$ cat src/spic_pkg.sv
// types and constants shared by the speed pid controller
`timescale 1ns / 1ps

package spic_pkg;

   typedef logic signed [15:0] gain_type;     // signed q8.8
   typedef logic signed [15:0] speed_type;    // signed q12.4
   typedef logic signed [16:0] err_type;      // signed q12.4, one bit of growth
   typedef logic signed [17:0] diff_type;     // error difference
   typedef logic        [14:0] limit_type;    // unsigned q11.4
   typedef logic        [1:0]  csr_idx_type;
   typedef logic        [31:0] drive_type;    // signed q.4

   localparam csr_idx_type CSR_PROP_GAIN      = 2'd0;
   localparam csr_idx_type CSR_INTEG_GAIN     = 2'd1;
   localparam csr_idx_type CSR_DERIV_GAIN     = 2'd2;
   localparam csr_idx_type CSR_INTEGRAL_LIMIT = 2'd3;

   localparam limit_type LIMIT_RESET = 15'd1600;   // 100.0 in q12.4

endpackage

$ cat src/spic_integrator.sv
// error, clamped integral and error difference stage
`timescale 1ns / 1ps

module spic_integrator (
   input  logic                clock,
   input  logic                reset,
   input  logic                step,
   input  spic_pkg::speed_type measured_speed,
   input  spic_pkg::speed_type target_speed,
   input  spic_pkg::limit_type integral_limit,
   output spic_pkg::err_type   error_out,
   output spic_pkg::err_type   error_sum_out,
   output spic_pkg::diff_type  error_diff_out
);
   import spic_pkg::*;

   // err_ff doubles as the previous error for the next beat
   err_type            err_ff,  err_in;
   err_type            sum_ff,  sum_in;
   diff_type           diff_ff, diff_in;
   logic signed [17:0] sum_raw;
   logic signed [17:0] lim_pos;
   logic signed [17:0] lim_neg;
   logic signed [17:0] sum_clamped;

   always_comb begin
      err_in  = {target_speed[15], target_speed} - {measured_speed[15], measured_speed};
      sum_raw = {sum_ff[16], sum_ff} + {err_in[16], err_in};
      lim_pos = {3'b000, integral_limit};
      lim_neg = -lim_pos;
      priority if (sum_raw > lim_pos) begin
         sum_clamped = lim_pos;
      end else if (sum_raw < lim_neg) begin
         sum_clamped = lim_neg;
      end else begin
         sum_clamped = sum_raw;
      end
      // clamped value always fits 17 bits since the limit is below 2^15
      sum_in  = sum_clamped[16:0];
      diff_in = {err_in[16], err_in} - {err_ff[16], err_ff};
   end

   always_ff @(posedge clock) begin
      if (reset) begin
         err_ff <= '0;
         sum_ff <= '0;
      end else if (step) begin
         err_ff <= err_in;
         sum_ff <= sum_in;
      end
   end

   always_ff @(posedge clock) begin
      if (step) begin
         diff_ff <= diff_in;
      end
   end

   assign error_out      = err_ff;
   assign error_sum_out  = sum_ff;
   assign error_diff_out = diff_ff;

endmodule

$ cat src/speed_pid_integral_clamp.sv
// speed pid controller with clamped integral, top level
//
//   channel | dir | fields (low bit first)
//   --------+-----+--------------------------------------------------
//   req     | in  | tdata: measured_speed[15:0], target_speed[31:16]
//   rsp     | out | tdata: drive_value[31:0]
//   csr     | in  | index 0 prop, 1 integ, 2 deriv gain, 3 integral limit
//
// four register stages: input, integrator, products, rounded result.
// one beat per cycle while rsp is not stalled; beats pass the stages in that order.
// integral and previous error live in the integrator stage and update as
// each beat leaves the input register; reset clears them and the gains.
// a stalled rsp only holds stages that are full, so empty stages keep taking beats.
`timescale 1ns / 1ps

module speed_pid_integral_clamp (
   input  logic                  clock,
   input  logic                  reset,
   input  logic                  req_tvalid,
   output logic                  req_tready,
   input  logic [31:0]           req_tdata,   // measured_speed, target_speed
   output logic                  rsp_tvalid,
   input  logic                  rsp_tready,
   output logic [31:0]           rsp_tdata,   // drive_value
   input  logic                  csr_we,
   input  spic_pkg::csr_idx_type csr_index,
   input  logic [15:0]           csr_wdata
);
   import spic_pkg::*;

   gain_type  prop_gain_ff;
   gain_type  integ_gain_ff;
   gain_type  deriv_gain_ff;
   limit_type limit_ff;

   speed_type meas_ff;
   speed_type targ_ff;
   logic      in_valid_ff;
   logic      int_valid_ff;
   logic      mul_valid_ff;
   logic      rsp_valid_ff;

   err_type   err;
   err_type   err_sum;
   diff_type  err_diff;

   logic signed [32:0] prop_prod_ff,  prop_prod_in;
   logic signed [32:0] integ_prod_ff, integ_prod_in;
   logic signed [33:0] deriv_prod_ff, deriv_prod_in;
   logic signed [35:0] acc;
   logic signed [35:0] acc_rnd;
   drive_type          drive_ff, drive_in;

   logic rsp_go;
   logic mul_go;
   logic int_go;
   logic in_go;

   // a stage loads when it is empty or the stage after it moves
   assign rsp_go = !rsp_valid_ff || rsp_tready;
   assign mul_go = !mul_valid_ff || rsp_go;
   assign int_go = !int_valid_ff || mul_go;
   assign in_go  = !in_valid_ff  || int_go;

   assign req_tready = in_go;
   assign rsp_tvalid = rsp_valid_ff;
   assign rsp_tdata  = drive_ff;

   always_ff @(posedge clock) begin
      if (reset) begin
         prop_gain_ff  <= '0;
         integ_gain_ff <= '0;
         deriv_gain_ff <= '0;
         limit_ff      <= LIMIT_RESET;
      end else if (csr_we) begin
         unique case (csr_index)
            CSR_PROP_GAIN:      prop_gain_ff  <= csr_wdata;
            CSR_INTEG_GAIN:     integ_gain_ff <= csr_wdata;
            CSR_DERIV_GAIN:     deriv_gain_ff <= csr_wdata;
            CSR_INTEGRAL_LIMIT: limit_ff      <= csr_wdata[14:0];
            default:            limit_ff      <= limit_ff;
         endcase
      end
   end

   always_ff @(posedge clock) begin
      if (reset) begin
         in_valid_ff  <= 1'b0;
         int_valid_ff <= 1'b0;
         mul_valid_ff <= 1'b0;
         rsp_valid_ff <= 1'b0;
      end else begin
         if (in_go) begin
            in_valid_ff <= req_tvalid;
         end
         if (int_go) begin
            int_valid_ff <= in_valid_ff;
         end
         if (mul_go) begin
            mul_valid_ff <= int_valid_ff;
         end
         if (rsp_go) begin
            rsp_valid_ff <= mul_valid_ff;
         end
      end
   end

   always_ff @(posedge clock) begin
      if (in_go && req_tvalid) begin
         meas_ff <= req_tdata[15:0];
         targ_ff <= req_tdata[31:16];
      end
   end

   spic_integrator u_integrator (
      .clock          (clock),
      .reset          (reset),
      .step           (int_go && in_valid_ff),
      .measured_speed (meas_ff),
      .target_speed   (targ_ff),
      .integral_limit (limit_ff),
      .error_out      (err),
      .error_sum_out  (err_sum),
      .error_diff_out (err_diff)
   );

   assign prop_prod_in  = prop_gain_ff * err;
   assign integ_prod_in = integ_gain_ff * err_sum;
   assign deriv_prod_in = deriv_gain_ff * err_diff;

   always_ff @(posedge clock) begin
      if (mul_go && int_valid_ff) begin
         prop_prod_ff  <= prop_prod_in;
         integ_prod_ff <= integ_prod_in;
         deriv_prod_ff <= deriv_prod_in;
      end
   end

   // sum stays below 2^34 in magnitude, so the rounded q.4 value always fits
   // 32 bits, with no saturation needed
   always_comb begin
      acc = {{3{prop_prod_ff[32]}}, prop_prod_ff}
          + {{3{integ_prod_ff[32]}}, integ_prod_ff}
          + {{2{deriv_prod_ff[33]}}, deriv_prod_ff};
      acc_rnd  = acc + 36'sd128;
      drive_in = {{4{acc_rnd[35]}}, acc_rnd[35:8]};
   end

   always_ff @(posedge clock) begin
      if (rsp_go && mul_valid_ff) begin
         drive_ff <= drive_in;
      end
   end

endmodule

$ cat config.mk
export PLATFORM = sky130hd
export DESIGN_NAME = speed_pid_integral_clamp
export DESIGN_NICKNAME = d
export VERILOG_FILES = /design/src/spic_pkg.sv /design/src/spic_integrator.sv /design/src/speed_pid_integral_clamp.sv
export SDC_FILE = /design/constraint.sdc
export NUM_CORES = 2
export LEC_CHECK = 0
export ABC_AREA = 1
export BUFFER_PORTS_ARGS = -buffer_cell sky130_fd_sc_hd__buf_2
export CAP_MARGIN = 20
export CORE_ASPECT_RATIO = 1.4
export CORE_UTILIZATION = 40
export DETAILED_ROUTE_END_ITERATION = 12
export GPL_TIMING_DRIVEN = 0
export SYNTH_ARGS = -nofsm -noshare
export SYNTH_HDL_FRONTEND = slang
export SYNTH_HIERARCHICAL = 1
export SYNTH_SLANG_ARGS = --single-unit
$ cat constraint.sdc
create_clock -name clock -period 6.1 [get_ports clock]
set_input_delay 0.915 -clock clock [delete_from_list [all_inputs] [get_ports clock]]
set_output_delay 0.915 -clock clock [all_outputs]
set_load 0.1 [all_outputs]
# Word level (Yosys, flattened, before mapping)
# Index checks and enable logic that the tools add are counted.
# word_totals
regBits	279
out_inout_bits	34
wordCells	51
input_bits	55
# classes
muxes	2
reduce_logical	17
mul	3
magnitude_cmp	2
n_eq_ne	3
addsub	7
# op_table
op	count
multiplier 16 x 17 -> 33 bit	2
adder 35 x 9 -> 36 bit (second input constant)	1
adder 34 x 34 -> 35 bit	1
adder 33 x 33 -> 34 bit	1
multiplier 16 x 18 -> 34 bit	1
2-to-1 mux 17 bit	2
adder 17 x 17 -> 18 bit	1
> comparator 18 x 16 -> 1 bit	1
less-than comparator 18 bit	1
negator 15 -> 18 bit	1
subtractor 17 x 17 -> 18 bit	1
subtractor 16 x 16 -> 17 bit	1
AND reduction 2 bit	4
== test 2 bit (second input constant)	2
logical AND 1 bit	4
zero test 1 bit	4
logical OR 1 bit	4
== test 2 x 1 -> 1 bit (second input constant)	1
zero test 2 bit	1

# Longest topological paths before layout
# depth
depth_word	6
mapped_depth	39
mapped_depth_nobuf	38

# By module
# Netlist, hierarchy kept.
# modules_own_cells
module	area_each_um2	seq_area_each_um2	instances	cells_each
speed_pid_integral_clamp	43749.5	6145.9	1	5300
spic_integrator	5635.4	1221.2	1	822

# Worst setup path after synthesis
# Ideal clock, no wire load.
# synth_path
kind	reg2reg
start	register deriv_gain_ff[5]
end	register deriv_prod_ff[33] (data pin)
stages_incl_launch_ff	23
setup_time_ns	0.252
synth_period_minus_slack_ns	5.618
required_time_ns	5.848
n_path_buf	2
slack_ns	0.482
arrival_time_ns	5.366
cell_sequence	dfxtp_1 > clkbuf_1 > clkbuf_1 > nand2_1 > fa_1 > inv_1 > fa_1 > fa_1 > fa_1 > inv_1 > fa_1 > inv_1 > fa_1 > ha_1 > inv_1 > nor3_1 > nand2_1 > nor3_1 > nand2_1 > nand3_1 > inv_1 > nand2_1 > nand2_1
# synth_between
elab_chain_len	1
# synth_rtl
item	line_no	text
start, declared	speed_pid_integral_clamp.sv:33	gain_type deriv_gain_ff;
start signal, assigned	speed_pid_integral_clamp.sv:79	CSR_DERIV_GAIN: deriv_gain_ff <= csr_wdata;
multiplier 16 x 18 -> 34 bit	speed_pid_integral_clamp.sv:129	assign deriv_prod_in = deriv_gain_ff * err_diff;
net deriv_prod_in[33]	speed_pid_integral_clamp.sv:49	logic signed [33:0] deriv_prod_ff, deriv_prod_in;
end signal, assigned	speed_pid_integral_clamp.sv:135	deriv_prod_ff <= deriv_prod_in;
end, declared	speed_pid_integral_clamp.sv:49	
# The timed path passes the listed nets, and every way through them passes these cells.
# A chain may end at the register's enable or synchronous reset.

# Worst setup path after layout
# layout_path
start	register u_integrator.err_ff[8], in the netlist u_integrator/error_out[8]
end	register prop_prod_ff[32] (data pin)
# layout_between
elab_chain_len	1
# layout_rtl
item	line_no	text
start, declared	spic_integrator.sv:18	err_type err_ff, err_in;
start signal, assigned	spic_integrator.sv:48	err_ff <= err_in;
multiplier 16 x 17 -> 33 bit	speed_pid_integral_clamp.sv:127	assign prop_prod_in = prop_gain_ff * err;
net prop_prod_in[32]	speed_pid_integral_clamp.sv:47	logic signed [32:0] prop_prod_ff, prop_prod_in;
end signal, assigned	speed_pid_integral_clamp.sv:133	prop_prod_ff <= prop_prod_in;
end, declared	speed_pid_integral_clamp.sv:47	
# The timed path passes the listed nets, and every way through them passes these cells.

==> flow_summary_export.csv <==
group,metric,value,unit
finish,drive_gt1_share,8.55,%
route,first_pass_iters,6,
synth,ys_types,55,
die,io-pin-count,89,
sta,fmax,168,MHz
sta,setup_violations,0,
die,fp.dieW,299,um
critical_path,rrSetupSlack,0.16,ns
route,finalWirelength,154,mm
finish,final_core_util,44.1,%
sta,maxSlewHeadroom,40.4,%
synth,yosys_warnings,6,
critical_path,cp_top_family,"adder cells",
power,p_leak,30.0,nW
route,ant_nets,0,
synth,yosysSeqAreaShare,14.9,%
route,wl_per_cell,19.6,um
finish,n_antenna_cell,0,
sta,rsz0062_at_grt,"true",
sta,final-hold-violation-count,0,
sta,skew,0.0502,ns
clock_tree,htreeDepth,1,
finish,syn2layout_area_growth,9.43,%
synth,ys_ff_latch,279,
min_path,holdPathEnd,"meas_ff[14]$_DFFE_PP_",
global_route,grt_max_degree,57,
synth,avgSynthCellArea,8.07,um2
critical_path,reg2reg_to,"prop_prod_ff[32]$_DFFE_PP_",
synth,synth-edff-count,178,
die,core_area,122000,um2
critical_path,end_kind,"flop",
sta,final.setup.tns,0,ns
die,die_area,125000,um2
critical_path,cp_slowest_stage_delay,0.59,ns
synth,synth_top_cell_by_area,"fa_1",
sta,maxSlewViolCount,0,
sta,layout_setup_ws,0.161,ns
min_path,min_path_type,"in -> reg",
place,routabilityCongestion,0.987,
critical_path,crit_path_frequent_cell,"nand2_1",
finish,fin_cells,7842,
clock_tree,clockBufferDepth,3,
finish,final_cell_mix,"inv_1, nand2_1, fa_1",
critical_path,arrival,6.26,ns
power,power_density,239,nW/um2
sta,fin_crit,5.94,ns
route,route.detailed.drc,0,
global_route,antenna_found_initial,2,
route,dr.first_iter.drc_count,2341,
synth,synthDominantCellAreaShare,35.6,%
synth,synth_ff_type,"edfxtp_1",
sta,whs,0.451,ns
critical_path,cp.buffers_inverters,6,
critical_path,crit_fanout,10,
synth,synth_fp_nets,7456,
clock_tree,cts_sinks,279,
sta,worst_slew_pin_slew,0.893,ns
route,vias_per_cell,4.97,
place,dpl.hpwl,132,mm
synth,ys_async_sr_fraction,0,%
clock_tree,clk_pin_slew_worst_paths,0.06,ns
critical_path,reg2reg_depth,23,
critical_path,cp_data_required_time,6.42,ns
clock_tree,cts_tree,"done",
global_route,grt_usage,25.4,%
place,port_buffers,88,
critical_path,worstPathCellList,"clkbuf_4, nand2_1, fa_1, inv_1, fa_1, fa_1, fa_1, fa_1, inv_1, fa_1, inv_1, ha_4, nand2_1, nor2_1, nand2_1, inv_1, nand2_1, nand3_1, nand2_1, nand2_1, inv_1, nand2_1, nand2_1",
outcome,status,"finished, final reports clean",
synth,yosys-top-cells-area,"fa_1, inv_1, edfxtp_1",
clock_tree,cts_buffers,29,
global_route,grt.overflow.total,0,
place,dpl_worst_slack,-0.991,ns
die,start_util,40.3,%
finish,final_common_cell,"inv_1",
clock_tree,clk_latency,0.64,ns
finish,nets,7536,
synth,synth.cell_area,49400,um2
clock_tree,cts_root_buf,"clkbuf_16",
critical_path,path_class,"reg -> reg",
min_path,min_from,"req_tdata[14]",
global_route,first_global_vias,42417,
min_path,min_path_cells,1,
synth,syn_inst,6122,
job,cap_violations,0,
route,vias,38998,
place,placedCellCount,7828,
global_route,grt_pass1_wl,240,mm
critical_path,cp-start-kind,"flop",
sta,min_period_over_period,97.4,%
critical_path,crit_path_top_delay_cell,"fa_1",
critical_path,r2r_start,"u_integrator/error_out[8]$_SDFFE_PP0P_",
die,rows,152,
power,peakVddDrop,0.253,mV
die,die_h,418,um
## cells in the mapped netlist, types with 5 or more instances
| master | n |
|---|---|
| dfxtp_1 | 101 |
| clkbuf_1 | 202 |
| inv_2 | 5 |
| a21boi_0 | 12 |
| o21a_1 | 13 |
| nand2_1 | 1365 |
| a21oi_1 | 233 |
| o21ai_1 | 14 |
| a21oi_2 | 6 |
| or2_2 | 15 |
| fa_1 | 878 |
| nor2_1 | 349 |
| edfxtp_1 | 178 |
| a31oi_1 | 6 |
| a21o_1 | 19 |
| o21bai_1 | 25 |
| nand2_2 | 10 |
| nand4_1 | 42 |
| nand3_1 | 174 |
| xor2_1 | 119 |
| xnor2_1 | 33 |
| nor3_1 | 30 |
| ha_1 | 401 |
| o21ai_0 | 161 |
| inv_1 | 1659 |
| buf_4 | 6 |
## repair_timing
action | in CTS | in global routing
pin swaps | 4 | 8
resized for setup | 279 | 239
hold buffers | 0 | 0
setup endpoints to repair | 63 | 47
setup buffers | 20 | 10
## where the power goes
part           switching, mW  leakage [nW]  internal (mW)  total, mW
logic                   5.47          27.0           2.88       8.35
clock network          0.831         0.491           1.07       1.90
registers              0.258          2.54           2.41       2.66
total                   6.56          30.0           6.36       12.9
## cells by family after synthesis
family / Yosys count / synth area share [%]
adders and majority gates: 1279 / 45.8
DFF: 279 / 14.9
AOI/OAI and AO/OA: 509 / 5.71
xor gates and xnor gates: 152 / 2.70
and+or+nand+nor: 2018 / 16.5
buffers and inverters: 1885 / 14.4
## worst register-to-register path: cells and delay by family, from the launching register on
family / cells / cell delay (ns)
adder cells (fa/ha/maj): 7 / 3.40
buffers and inverters: 6 / 0.71
flip-flops: 1 / 0.48
AND/OR/NAND/NOR: 10 / 1.03
## area by class of cell
cell class,instances,area (um2)
Clock buffer,37,798
Multi-Input combinational cell,3958,35500
Sequential cell,279,7530
Buffer,148,1010
Fill cell,12483,68400
Clock inverter,17,204
Tap cell,1617,2020
Inverter,1667,6260
Timing Repair Buffer,119,722
## routing by layer
layer	wire, um	part of all wire [%]	GRT usage (%)	vias up
li1	-	-	-	18229
met1	55600	36	27.8	19150
met2	80300	52	47.1	1179
met3	6610	4.3	1.88	440
met4	11600	7.6	16.2	0
met5	0	0	0	-
## worst max path at each step
stage | end | cells past startpoint | from
final | prop_prod_ff[32]$_DFFE_PP_ | 23 | u_integrator/error_out[8]$_SDFFE_PP0P_
after global placement | deriv_prod_ff[27]$_DFFE_PP_ | 22 | u_integrator/error_diff_out[7]$_DFFE_PP_
after global routing | deriv_prod_ff[32]$_DFFE_PP_ | 19 | u_integrator/error_diff_out[17]$_DFFE_PP_
after CTS | integ_prod_ff[25]$_DFFE_PP_ | 19 | integ_gain_ff[9]$_SDFFE_PP0P_
after floorplan | deriv_prod_ff[33]$_DFFE_PP_ | 22 | deriv_gain_ff[5]$_SDFFE_PP0P_
after detailed placement | deriv_prod_ff[27]$_DFFE_PP_ | 22 | u_integrator/error_diff_out[7]$_DFFE_PP_
## flip-flops by register name, indices dropped and copies added (netlist names), 16 cells and up
name / cells
integ_prod_ff: 33
rsp_tdata: 28
u_integrator/error_out: 17
deriv_gain_ff: 16
prop_gain_ff: 16
meas_ff: 16
targ_ff: 16
u_integrator/error_sum_out: 17
u_integrator/error_diff_out: 18
prop_prod_ff: 33
integ_gain_ff: 16
deriv_prod_ff: 34
## through the flow
step / total power, mW / instance area [um2]
floorplan: 7.62 / 49400
global placement: 10.4 / 51800
detailed placement: 10.4 / 51900
finish: 12.9 / 54000
global route: 13.9 / 54000
CTS: 12.6 / 53300
Power figures use the tool's default switching activity.
